**src/swma_ram.sv**
```systemverilog
`timescale 1ns / 1ps
// ----------------------------------------------------------------------------
// Generic simple dual-port RAM
// One write port and one read port, read data registered.
// ----------------------------------------------------------------------------
module swma_ram #(
    parameter int  WIDTH = 8,
    parameter int  DEPTH = 256,
    localparam int AW    = (DEPTH > 1) ? $clog2(DEPTH) : 1
) (
    input  logic             i_clk,
    input  logic             i_wr_en,
    input  logic [AW-1:0]    i_wr_addr,
    input  logic [WIDTH-1:0] i_wr_data,
    input  logic             i_rd_en,
    input  logic [AW-1:0]    i_rd_addr,
    output logic [WIDTH-1:0] o_rd_data
);

    logic [WIDTH-1:0] r_mem [DEPTH];
    logic [WIDTH-1:0] r_rd_data;

    // Write port.
    always_ff @(posedge i_clk) begin
        if (i_wr_en) begin
            r_mem[i_wr_addr] <= i_wr_data;
        end
    end

    // Registered read port; data holds until the next read.
    always_ff @(posedge i_clk) begin
        if (i_rd_en) begin
            r_rd_data <= r_mem[i_rd_addr];
        end
    end

    assign o_rd_data = r_rd_data;

endmodule

```
**config.mk**
```make
export PLATFORM = sky130hd
export DESIGN_NAME = swma_ram
export DESIGN_NICKNAME = d
export VERILOG_FILES = /design/src/swma_ram.sv
export SDC_FILE = /design/constraint.sdc
export NUM_CORES = 2
export LEC_CHECK = 0
export ABC_AREA = 1
export BUFFER_PORTS_ARGS = -buffer_cell sky130_fd_sc_hd__buf_2
export CAP_MARGIN = 20
export CELL_PAD_IN_SITES_DETAIL_PLACEMENT = 1
export CELL_PAD_IN_SITES_GLOBAL_PLACEMENT = 2
export CORE_MARGIN = 1.5
export CORE_UTILIZATION = 40
export CTS_BUF_LIST = sky130_fd_sc_hd__clkbuf_8 sky130_fd_sc_hd__clkbuf_16
export DETAILED_ROUTE_END_ITERATION = 10
export PLACE_DENSITY_LB_ADDON = 0.05
export SLEW_MARGIN = 10
export SYNTH_ARGS = -nofsm -noshare
export SYNTH_HDL_FRONTEND = slang
export SYNTH_SLANG_ARGS = --single-unit
export TNS_END_PERCENT = 100
```
**constraint.sdc**
```tcl
create_clock -name i_clk -period 5.5 [get_ports i_clk]
set_clock_uncertainty 0.15 [all_clocks]
set_input_delay 0.825 -clock i_clk [delete_from_list [all_inputs] [get_ports i_clk]]
set_output_delay 0.825 -clock i_clk [all_outputs]
set_load 0.02 [all_outputs]
```
---- Yosys cells after proc, flatten, opt, wreduce, memory -nomap -nowiden ----
Memory sizes are Yosys's and may differ from the RTL's. A register that Yosys moved wholly into a read port is not among the register bits.
Index checks and enable logic that the tools add are counted.
storage, ports and cells
  flip-flop bits (word level) ............. 0
  RAM bits ................................ 2048
  input port bits ......................... 27
  output and inout port bits .............. 8
  logic and storage cells ................. 3
  memories kept ........................... 1
operators by class
  mux-type cells .......................... 2
memory list
  memory  words  bits a word  read ports  clocked after memory_dff  wr ports  line  source
  r_mem   256    8            1           1                         1         20    logic [WIDTH-1:0] r_mem [DEPTH];
operators by type and width
  operator  count
  $mux W1   2

---- Logic depth before layout (Yosys ltp) ----
  word-level depth ........................ 2
  depth in mapped cells ................... 15
  gate-level depth less buffers ........... 11

---- Worst setup path before layout ----
Ideal clock, no wire load.
  kind .................................... in2reg
  from .................................... input i_wr_en
  to ...................................... memory r_mem[162][0], enable pin
  setup time .............................. 0.370 ns
  arrival ................................. 1.946 ns
  data required time ...................... 4.980 ns
  path slack .............................. 3.034 ns
  cell stages on the path ................. 4
  path buffers ............................ 2
  cell sequence ........................... clkbuf_1 nand3_1 clkbuf_1 nor2_1
on the way
  word-level cells in the longest chain between the ends .. 2
ends and longest elaborated chain
  item                           line  source
  start, declared                12    input logic i_wr_en,
  $mux W1                        25    if (i_wr_en) begin
  $mux W1 (implied by the code)  26    r_mem[i_wr_addr] <= i_wr_data;
  end, declared                  20
Every way passes these cells.

==> impl_metrics.ini <==
[synth]
ys_ff_latch = 2056
synth-xor-area-share = 0
syn-num-nets = 7030
syn_inst = 7003
synth_area_leader_cell = edfxtp_1
synthMostInstantiatedCell = nand2_1
synth_commonest_cells = nand2_1 (2123), edfxtp_1 (2056), nand3_1 (2019)
synth_edf_count = 2056
ys.flop_type = edfxtp_1
async_reset_ff_frac = 0
synth_top_area_frac = 0.7396
synth_compound_area_frac = 0
syn-mean-instance-area_um2 = 11.92
ys_warn_count = 0
muxShareOfSynthArea = 0
ys_types = 13
ys_top_cells_by_area = edfxtp_1 (74%), nand3_1 (12%), nand2_1 (9.5%)
synth_adder_area_share = 0
synth_top_family_by_area = simple AND/OR/NAND/NOR gates
ys_seq_area_frac = 0.7396
syn_area_um2 = 83480
synthSimpleGateAreaFrac = 0.2292

[final_layout]
syn_to_final_growth_pct = 11.84
drive_above_1_share = 0.06740
nets = 6943

[clock_network]
clkSinkCount = 2056
cts_buffers = 224
cts_tree = yes
htreeDepth = 4
insertion_delay_ps = 880
clock_path_buffers = 3
cts_hold_buffers = 0
cts-root-buf = clkbuf_16
postCtsSetupBuffers = 0
clkTransAtPathRegs_ps = 60
cts-resized-gates = 0

[die]
die_y_um = 459.8
rows = 167
ios = 35
design.core.area_um2 = 207300
die-width_um = 459.8
initial_core_util = 0.4027
die_area_um2 = 211400

[worst_setup_path]
timing.rr.start = r_mem[121][3]
crit_chain = buf_8 -> inv_16 -> buf_4 -> buf_4 -> nand2_1 -> nand3_1 -> nand3_1 -> nand3_1 -> nand3_1 -> nand3_1 -> nand3_1 -> nand2_1 -> nand2_1 -> nand2_1
max_stage_delay_ps = 400
crit_path_end_kind = register
start_kind = input port
cp.required_ps = 5960
critPathSlowestCell = buf_4
worstPathMaxFanout = 143
crit_start = i_rd_addr[0]
cp.buffers_inverters = 4
critPathKind = in -> reg
reg2reg_slack_ps = 3050
path_common_cell = nand3_1
crit_arrival_ps = 3960
crit_family = simple AND/OR/NAND/NOR gates

[global_routing]
grt_overflow_total = 0
grt_max_degree = 153
first_global_vias = 55410
grt_usage = 0.2582
antenna_found_initial = 12
grt_pass1_wl_um = 397600

[drt]
vias_per_cell = 5.501
dr_total_vias = 54470
drt_iter0_markers = 4339
firstDrtPassIters = 6
routed_wl_um = 272700
ant_nets = 0
drc_errors = 0
routedWlPerCell_um = 27.54

[timing]
setup_slack_ps = 1999
hold_ws_ps = 249.8
fin_crit_sh = 0.6365
fmax_ghz = 0.2856
rsz0062_at_grt = false
worst_pin_slew_ps = 1169
relSlewSlack = 0.2177
setup_violations = 0
timing.final.max_slew_violations = 0
min_period_ps = 3501
hold_viol_final = 0
final.setup.tns_ps = 0

[place]
dp_worst_setup_slack_ps = 1148
gp_routability_congestion = 0.7933
io_buffers = 34
hpwl_um = 155400

[run]
max_cap_viol_count = 0

[worst_hold_path]
min-delay-start = i_wr_data[1]
hp-class = in -> reg

[pwr]
total_power_mw = 33.61
ir_drop_uv = 348.4
powerDensity_nw_per_um2 = 360.0
p_leak_nw = 32.26

[status]
status = finished, final reports clean
[registers in the layout, indices dropped and copies added, names as in the netlist]
| name | count |
|---|---|
| r_mem | 2048 |
| o_rd_data | 8 |
[cells in the final DEF, fill, tap and decap left out, types with 4 or more instances in the layout]
master,Yosys,routed
nand2_1,2123,2107
edfxtp_1,2056,2056
nand3_1,2019,2019
nor2_1,283,283
clkbuf_16,0,228
inv_1,36,99
buf_4,46,88
clkinv_1,0,64
buf_12,0,49
clkinv_2,0,38
buf_2,268,21
nand2_2,0,16
buf_8,1,11
bufinv_16,0,10
inv_6,0,7
diode_2,0,6
clkinv_8,0,4
[metal layers]
layer,track usage,vias to the layer above,part of all wire
li1,-,24750,-
met1,0.3559,28200,0.45
met2,0.4218,1150,0.48
met3,0.03598,366,0.043
met4,0.08324,2,0.033
met5,0,-,0.000048
[logic make-up after synthesis]
| family | Yosys count |
|---|---|
| buffers and inverters | 522 |
| and+or+nand+nor | 4425 |
| DFF | 2056 |
[cell type report]
cell class              count  area [µm²]
inverters                  39       182.7
flip-flops and latches   2056       61740
fillers                 21590      113900
well taps                2788        3488
repair buffers            170        1923
diodes                      6       15.01
multi-input cells        4425       19180
clock buffers             228        5705
clock inverters           189        1130
[path summary, 6_finish.rpt]
path                                 endpoint  depth (start not counted)
worst max-delay path             o_rd_data[3]                         14
worst min-delay path            r_mem[117][1]                          1
worst max register to register   o_rd_data[3]                         10
worst min register to register   o_rd_data[0]                         10
[metrics by stage]
stage / utilization / instances / instance area [µm²]
detailed placement: 0.4174 / 9478 / 86510
global route: 0.4504 / 9899 / 93350
finish: 0.4504 / 9901 / 93360
global placement: 0.4173 / 9477 / 86490
floorplan: - / 7003 / 83480
CTS: 0.4503 / 9895 / 93340
[power breakdown]
group | switching (mW) | internal [mW]
clock | 6.29 | 7.90
sequential | 0.0276 | 17.3
combinational | 1.63 | 0.474
(Power assumes the default switching activity.)
