<file path="src/swma_pkg.sv">
`timescale 1ns / 1ps
// ----------------------------------------------------------------------------
// Sliding window median alert: shared package
// Field widths, default sizes, controller states and the status record that
// the median scan unit hands back to the controller.
// ----------------------------------------------------------------------------
package swma_pkg;

    // Default sizes for the top-level parameters.
    localparam int BINS_DEF       = 256;
    localparam int MAX_WINDOW_DEF = 1024;

    // Fixed field widths.
    localparam int SAMPLE_W    = 8;
    localparam int COUNT_W     = 11;
    localparam int CFG_W       = 11;
    localparam int DM_W        = 9;
    localparam int TOTAL_W     = 32;
    localparam int IN_TDATA_W  = 8;
    localparam int OUT_TDATA_W = 48;
    localparam int OUT_PAD_W   = OUT_TDATA_W - DM_W - 1 - TOTAL_W;

    // Window length after reset.
    localparam logic [CFG_W-1:0] WLEN_RESET = CFG_W'(5);

    // Controller states.
    typedef enum logic [2:0] {
        S_IDLE,
        S_SCAN,
        S_DEC_RD,
        S_DEC_WR,
        S_INC_RD,
        S_INC_WR,
        S_OUT
    } t_state;

    // Status from the median scan unit.
    typedef struct packed {
        logic            done;
        logic [DM_W-1:0] dm;
    } t_scan_stat;

endpackage

</file>
<file path="src/swma_scan.sv">
`timescale 1ns / 1ps
// ----------------------------------------------------------------------------
// Sliding window median alert: median scan unit
// Walks the histogram memory one bin per cycle, accumulating counts to find
// the lower middle bin and, for an even window that splits exactly, the next
// occupied bin. Returns twice the median.
// ----------------------------------------------------------------------------
module swma_scan #(
    parameter int  BINS       = swma_pkg::BINS_DEF,
    parameter int  MAX_WINDOW = swma_pkg::MAX_WINDOW_DEF,
    localparam int BIN_AW     = $clog2(BINS),
    localparam int CNT_W      = $clog2(MAX_WINDOW + 1)
) (
    input  logic                          i_clk,
    input  logic                          i_rst_n,
    input  logic                          i_start,
    input  logic                          i_odd,
    input  logic [CNT_W-1:0]              i_target,
    input  logic [swma_pkg::COUNT_W-1:0]  i_count,
    output logic                          o_rd_en,
    output logic [BIN_AW-1:0]             o_rd_addr,
    output swma_pkg::t_scan_stat          o_stat
);

    import swma_pkg::*;

    localparam int SUM_W = COUNT_W + BIN_AW;
    localparam int ACC_W = (SUM_W > CNT_W) ? SUM_W : CNT_W;
    localparam logic [BIN_AW-1:0] LAST_BIN = BIN_AW'(BINS - 1);

    logic              r_busy;
    logic [BIN_AW-1:0] r_issue_addr;
    logic              r_issue_end;
    logic              r_dvld;
    logic [BIN_AW-1:0] r_daddr;
    logic [ACC_W-1:0]  r_acc;
    logic              r_hi_phase;
    logic [BIN_AW-1:0] r_lo;
    logic              r_odd;
    logic [CNT_W-1:0]  r_target;
    logic              r_done;
    logic [DM_W-1:0]   r_dm;

    logic [ACC_W-1:0]  w_acc_sum;
    logic              w_hit;
    logic              w_over;
    logic              w_last;
    logic              w_fin;
    logic              w_go_hi;
    logic [DM_W-1:0]   w_dm;

    // Read issue: one bin per cycle until the last bin has been requested.
    assign o_rd_en   = r_busy && !r_issue_end;
    assign o_rd_addr = r_issue_addr;

    // Evaluate the count that returns for the bin read in the previous cycle.
    always_comb begin
        w_acc_sum = r_acc + ACC_W'(i_count);
        w_hit     = w_acc_sum >= ACC_W'(r_target);
        w_over    = w_acc_sum > ACC_W'(r_target);
        w_last    = r_daddr == LAST_BIN;
        w_fin     = 1'b0;
        w_go_hi   = 1'b0;
        w_dm      = '0;
        if (r_dvld) begin
            if (!r_hi_phase) begin
                if (w_hit) begin
                    if (w_over || r_odd || w_last) begin
                        w_fin = 1'b1;
                        w_dm  = DM_W'(32'(r_daddr) + 32'(r_daddr));
                    end else begin
                        w_go_hi = 1'b1;
                    end
                end else if (w_last) begin
                    w_fin = 1'b1;
                    w_dm  = DM_W'(32'(r_daddr) + 32'(r_daddr));
                end
            end else begin
                if (i_count != '0) begin
                    w_fin = 1'b1;
                    w_dm  = DM_W'(32'(r_lo) + 32'(r_daddr));
                end else if (w_last) begin
                    w_fin = 1'b1;
                    w_dm  = DM_W'(32'(r_lo) + 32'(r_lo));
                end
            end
        end
    end

    // Control state of the scan.
    always_ff @(posedge i_clk) begin
        if (!i_rst_n) begin
            r_busy <= 1'b0;
            r_dvld <= 1'b0;
            r_done <= 1'b0;
        end else begin
            r_done <= w_fin;
            if (i_start) begin
                r_busy <= 1'b1;
                r_dvld <= 1'b0;
            end else if (r_busy) begin
                if (w_fin) begin
                    r_busy <= 1'b0;
                    r_dvld <= 1'b0;
                end else begin
                    r_dvld <= o_rd_en;
                end
            end
        end
    end

    // Scan datapath.
    always_ff @(posedge i_clk) begin
        if (i_start) begin
            r_issue_addr <= '0;
            r_issue_end  <= 1'b0;
            r_acc        <= '0;
            r_hi_phase   <= 1'b0;
            r_odd        <= i_odd;
            r_target     <= i_target;
        end else if (r_busy) begin
            if (o_rd_en) begin
                r_issue_end <= r_issue_addr == LAST_BIN;
                if (r_issue_addr != LAST_BIN) begin
                    r_issue_addr <= r_issue_addr + BIN_AW'(1);
                end
            end
            r_daddr <= r_issue_addr;
            if (r_dvld && !r_hi_phase) begin
                r_acc <= w_acc_sum;
            end
            if (w_go_hi) begin
                r_hi_phase <= 1'b1;
                r_lo       <= r_daddr;
            end
        end
        if (w_fin) begin
            r_dm <= w_dm;
        end
    end

    assign o_stat.done = r_done;
    assign o_stat.dm   = r_dm;

endmodule

</file>
<file path="config.mk">
export PLATFORM = sky130hd
export DESIGN_NAME = swma_scan
export DESIGN_NICKNAME = d
export VERILOG_FILES = /design/src/swma_pkg.sv /design/src/swma_scan.sv
export SDC_FILE = /design/constraint.sdc
export NUM_CORES = 1
export LEC_CHECK = 0
export ABC_AREA = 1
export BUFFER_PORTS_ARGS = -buffer_cell sky130_fd_sc_hd__buf_4
export CAP_MARGIN = 5
export CORE_ASPECT_RATIO = 1.5
export CORE_MARGIN = 2
export CORE_UTILIZATION = 25
export CTS_BUF_LIST = sky130_fd_sc_hd__clkbuf_4
export CTS_CLUSTER_DIAMETER = 60
export DETAILED_ROUTE_END_ITERATION = 7
export PLACE_DENSITY = 0.36
export SYNTH_ARGS = -nofsm -noshare
export SYNTH_HDL_FRONTEND = slang
export SYNTH_SLANG_ARGS = --single-unit
export TNS_END_PERCENT = 10
</file>
<file path="constraint.sdc">
create_clock -name i_clk -period 4.05 [get_ports i_clk]
set_clock_uncertainty 0.05 [all_clocks]
set_input_delay 0.81 -clock i_clk [delete_from_list [all_inputs] [get_ports i_clk]]
set_output_delay 0.81 -clock i_clk [all_outputs]
set_load 0.1 [all_outputs]
</file>
Word level (Yosys, flattened, before mapping)
Cells that the tools add are included.
{"block": "word_totals", "register_bits": 69, "inputBits": 26, "output_inout_bits": 19, "word_cells": 58}
{"block": "op_classes", "n_addsub": 5, "order_cmp": 2, "n_eq_ne": 3, "muxes": 20, "bitwise": 2, "reduce_logical": 14}
{"op": "$mux 9", "count": 6}
{"op": "$add 8x8->9", "count": 3}
{"op": "$add 19x11->19", "count": 1}
{"op": "$ge 19x11->1", "count": 1}
{"op": "$gt 19x11->1", "count": 1}
{"op": "$eq 8x8->1 const B", "count": 2}
{"op": "$mux 1", "count": 14}
{"op": "$reduce_bool 11->1", "count": 1}
{"op": "$add 8x1->8 const B", "count": 1}
{"op": "$ne 8x8->1 const B", "count": 1}
{"op": "$reduce_and 2->1", "count": 4}
{"op": "$reduce_and 3->1", "count": 2}
{"op": "$logic_and 1x1->1", "count": 2}
{"op": "$logic_not 1->1", "count": 2}
{"op": "$logic_or 1x1->1", "count": 2}
{"op": "$not 1->1", "count": 2}
{"op": "$reduce_or 2->1", "count": 1}

Depth between registers and ports, before layout
{"block": "logic_depth", "ltp_word": 11, "depth_mapped": 24, "mapped_depth_nobuf": 24}

Worst setup path before layout
No wires, ideal clock.
{"block": "synth_timing", "kind": "input port to flip-flop", "startpoint": "in i_count[0] (netlist bit)", "endpoint": "reg r_lo[0], enable pin", "arrival_ns": 3.199, "t_required_ns": 3.615, "slack_ns": 0.416, "cell_stages": 15, "path_buffers": 0, "path_cell_list": "ha_1 > inv_1 > fa_1 > inv_1 > nand2_1 > nand2_1 > nand2_1 > xnor2_1 > ha_1 > nand2_1 > nor2_1 > nand4_1 > nor2_1 > nand3_1 > nor3_1"}
{"block": "synth_between", "elab_chain_len": 9, "elab_cells_between_ends": 10, "classes_between": "1 x add/sub; 2 x order compare; 4 x mux; 3 x reduce/logical"}
{"item": "from (decl)", "line": "swma_scan.sv:19", "rtl": "input logic [swma_pkg::COUNT_W-1:0] i_count,"}
{"item": "$add 19x11->19 (*)", "line": "swma_scan.sv:58", "rtl": "w_acc_sum = r_acc + ACC_W'(i_count);"}
{"item": "named net w_acc_sum[4]", "line": "swma_scan.sv:44", "rtl": "logic [ACC_W-1:0] w_acc_sum;"}
{"item": "$gt 19x11->1", "line": "swma_scan.sv:60", "rtl": "w_over = w_acc_sum > ACC_W'(r_target);"}
{"item": "$logic_or 1x1->1 (2 in a row)", "line": "swma_scan.sv:68", "rtl": "if (w_over || r_odd || w_last) begin"}
{"item": "$mux 1", "line": "swma_scan.sv:68"}
{"item": "$mux 1 (*)", "line": "swma_scan.sv:67", "rtl": "if (w_hit) begin"}
{"item": "$mux 1 (*)", "line": "swma_scan.sv:66", "rtl": "if (!r_hi_phase) begin"}
{"item": "$mux 1 (*)", "line": "swma_scan.sv:65", "rtl": "if (r_dvld) begin"}
{"item": "$reduce_and 3->1 (no source line) (*)"}
{"item": "to (signal assigned)", "line": "swma_scan.sv:134", "rtl": "r_lo <= r_daddr;"}
{"item": "to (decl)", "line": "swma_scan.sv:38", "rtl": "logic [BIN_AW-1:0] r_lo;"}
The timed path passes the listed nets; every way through them passes the cells marked *.
A chain may end at the register's enable or synchronous reset.

Worst setup path after layout
{"block": "layout_timing", "startpoint": "in i_count[0] (netlist bit)", "endpoint": "reg r_dm[7], enable pin"}
{"block": "layout_between", "elab_chain_len": 8, "elab_cells_between_ends": 11, "classes_between": "1 x add/sub; 2 x order compare; 5 x mux; 3 x reduce/logical"}
{"item": "$add 19x11->19 (*)", "line": "swma_scan.sv:58"}
{"item": "named net w_acc_sum[4]", "line": "swma_scan.sv:44"}
{"item": "$gt 19x11->1", "line": "swma_scan.sv:60"}
{"item": "$logic_or 1x1->1 (2 in a row)", "line": "swma_scan.sv:68"}
{"item": "$mux 1", "line": "swma_scan.sv:68"}
{"item": "$mux 1 (*)", "line": "swma_scan.sv:67"}
{"item": "$mux 1 (*)", "line": "swma_scan.sv:66"}
{"item": "$mux 1 (*)", "line": "swma_scan.sv:65"}
{"item": "named net w_fin", "line": "swma_scan.sv:48", "rtl": "logic w_fin;"}
{"item": "to (signal assigned)", "line": "swma_scan.sv:138", "rtl": "r_dm <= w_dm;"}
{"item": "to (decl)", "line": "swma_scan.sv:42", "rtl": "logic [DM_W-1:0] r_dm;"}
Marked as above.

==> impl_metrics.tcl <==
set metrics [dict create \
    status "completed" \
    p_int_w 0.000990 \
    drtIter0Drc 154 \
    fin_hold_ws_ns 0.427 \
    cp-end-kind "flop" \
    row_count 59 \
    core_region_area_sq_um 17300 \
    cellLeakagePower_nw 2.57 \
    clk_pin_slew_worst_paths_ns 0.14 \
    postCtsSetupBuffers 0 \
    synthDistinctLibCells 39 \
    critPathMaxStageDelay_ns 0.40 \
    drive_above_1_share_pct 15.7 \
    fin_nets 710 \
    grt_max_degree 25 \
    hold_buffers 0 \
    worstSetupPathType "in2reg" \
    async_reset_ff_share_pct 0 \
    antenna_found_initial 1 \
    synth-seq-area-share_pct 40.0 \
    cts_sinks 69 \
    htree_levels 3 \
    cts_buffers 9 \
    die_height_um 166 \
    cts-resized-gates 0 \
    grt_pass1_vias 3988 \
    ir_drop_mv 0.107 \
    initial_utilization_pct 25.4 \
    io_buffers 44 \
    ios 45 \
    p_comb_share_pct 18.8 \
    min_period_ns 3.74 \
    p_switching_w 0.000511 \
    vias 3870 \
    ys_seq_elements 69 \
    powerDensity_nw_per_um2 290 \
    ctsRootBufferMaster "clkbuf_4" \
    clock.fmax_ghz 0.267 \
    layout.cells.most_common "nand2_1" \
    path_cells "buf_4, ha_1, inv_1, fa_1, inv_1, nand2_1, nand2_1, nand2_1, xnor2_1, ha_1, nand2_1, inv_1, nand2_1, nand3_1, nand2_1, nand2_1, nand2_1, nand2_1, nor2_1, nand2_1, nor2_4, nand4_1, nand2_2, nand2_1" \
    syn2layout_area_growth_pct 18.0 \
    cts_tree "done" \
    total_power_w 0.00150 \
    pwr-share-seq_pct 51.7 \
    worstMarginPinSlew_ns 0.727 \
    synthCells 590 \
    track_usage_pct 15.2 \
    clkPwrFrac_pct 29.5 \
    drt_pass1_iterations 4 \
    ys.flop_type "edfxtp_1" \
    hpwl_mm 11.1 \
    crit_top_cell "nand2_1" \
    slowest_stage "fa_1" \
    startpoint_type "input pin" \
    ant_nets 0 \
    finalSetupViolCount 0 \
    die_width_um 112 \
    synth-edff-count 37 \
    wirelength_mm 13.7 \
    mostFrequentLayoutCells "164 x nand2_1, 96 x inv_1, 58 x buf_4" \
    drc 0 \
    fin_crit_sh_pct 92.4 \
    slew_viol_final 0 \
    cap_violations 0 \
    syn_area_sq_um 4380 \
    via_per_inst 4.45 \
    switching_share_pct 34.1 \
    hp-class "reg2reg" \
    wl_per_cell_um 15.7 \
    hold_viol_final 0 \
    cp_data_arrival_time_ns 3.79 \
    yosys_warnings 0 \
    critPathMaxFanout 9 \
    synth_area_per_cell_sq_um 7.43 \
    cts.path.max_buffers 2 \
    critical_path_required_ns 4.10 \
    die-area_sq_um 18600 \
    syn_nets 649 \
    grt_pass1_wl_mm 21.6 \
    gp_congestion 0.827 \
    rsz0062_at_grt "no" \
    insertion_delay_ns 0.44 \
    grt_overflow 0 \
    relSlewSlack_pct 51.4 \
]
## cells by family after synthesis
kind of cell / after synthesis / share of synthesized area, %
DFF: 69 / 40.0
adders and majority gates: 33 / 9.76
AOI/OAI and AO/OA: 80 / 9.93
and+or+nand+nor: 291 / 29.0
xor gates and xnor gates: 9 / 1.80
buffers and inverters: 108 / 9.51
## path summary, 6_finish.rpt
path	startpoint	endpoint	slack, ns	cells after the start
worst min-delay path	r_issue_end	r_issue_end	0.43	2
worst max register to register	r_acc[0]	r_dm[7]	0.38	23
worst min register to register	r_issue_end	r_issue_end	0.43	2
worst max-delay path	i_count[0]	r_dm[7]	0.31	24
## layer usage
metal,up-vias,track usage (%),wire length (um)
met4,0,3.82,157
met3,10,2.15,304
li1,2026,-,-
met1,1778,15.5,5270
met2,56,31.2,7940
met5,-,0,0
## worst max-delay path, delay by kind of cell
kind | cells | cell delay (ns)
AND/OR/NAND/NOR | 16 | 1.44
XOR/XNOR | 1 | 0.34
adder cells (fa/ha/maj) | 3 | 0.87
buffers and inverters | 4 | 0.33
## stage by stage
step | setup WS (ns) | instances | area, sq um | utilization [%] | setup TNS (ns)
2_1_floorplan | 0.416 | 590 | 4380 | - | 0
3_3_place_gp | -0.149 | 853 | 5040 | 29.2 | -1.97
3_5_place_dp | -0.215 | 853 | 5040 | 29.2 | -2.99
4_1_cts | 0.273 | 869 | 5170 | 29.9 | 0
5_1_grt | 0.0273 | 870 | 5170 | 29.9 | 0
6_report | 0.309 | 870 | 5170 | 29.9 | 0
## flip-flops by register name, summed over array words and instances, names as in the netlist
signal	cells
r_issue_end	1
o_rd_addr	8
r_odd	1
r_dm	9
r_lo	8
r_dvld	1
r_target	11
r_busy	1
r_done	1
r_daddr	8
r_hi_phase	1
r_acc	19
## synthesized netlist by cell type, types with 8 or more instances
master,number,area [sq um]
nand2_1,164,616
inv_1,96,360
nor2_1,49,184
edfxtp_1,37,1110
o21ai_0,36,180
dfxtp_1,32,641
ha_1,31,388
nand3_1,29,145
a21oi_1,25,125
nand4_1,12,75.1
nand2_2,10,62.6
o21ai_1,8,40.0
## layout make-up
cell class              count  area (sq um)
diodes                      1          2.50
clock buffers               9          67.6
clock inverters             7          56.3
fillers                  1928         12100
inverters                 100           375
multi-input cells         413          2210
flip-flops and latches     69          1750
well taps                 213           267
repair buffers             58           435
## power groups by stage
stage	logic (W)	registers (W)	clock network [W]
after CTS	0.000287	0.000778	0.000465
after detailed placement	0.000285	0.000793	0
after global routing	0.000315	0.000781	0.000492
after floorplan	0.000158	0.000819	0
final	0.000282	0.000777	0.000443
after global placement	0.000285	0.000794	0
(Power assumes the default switching activity.)
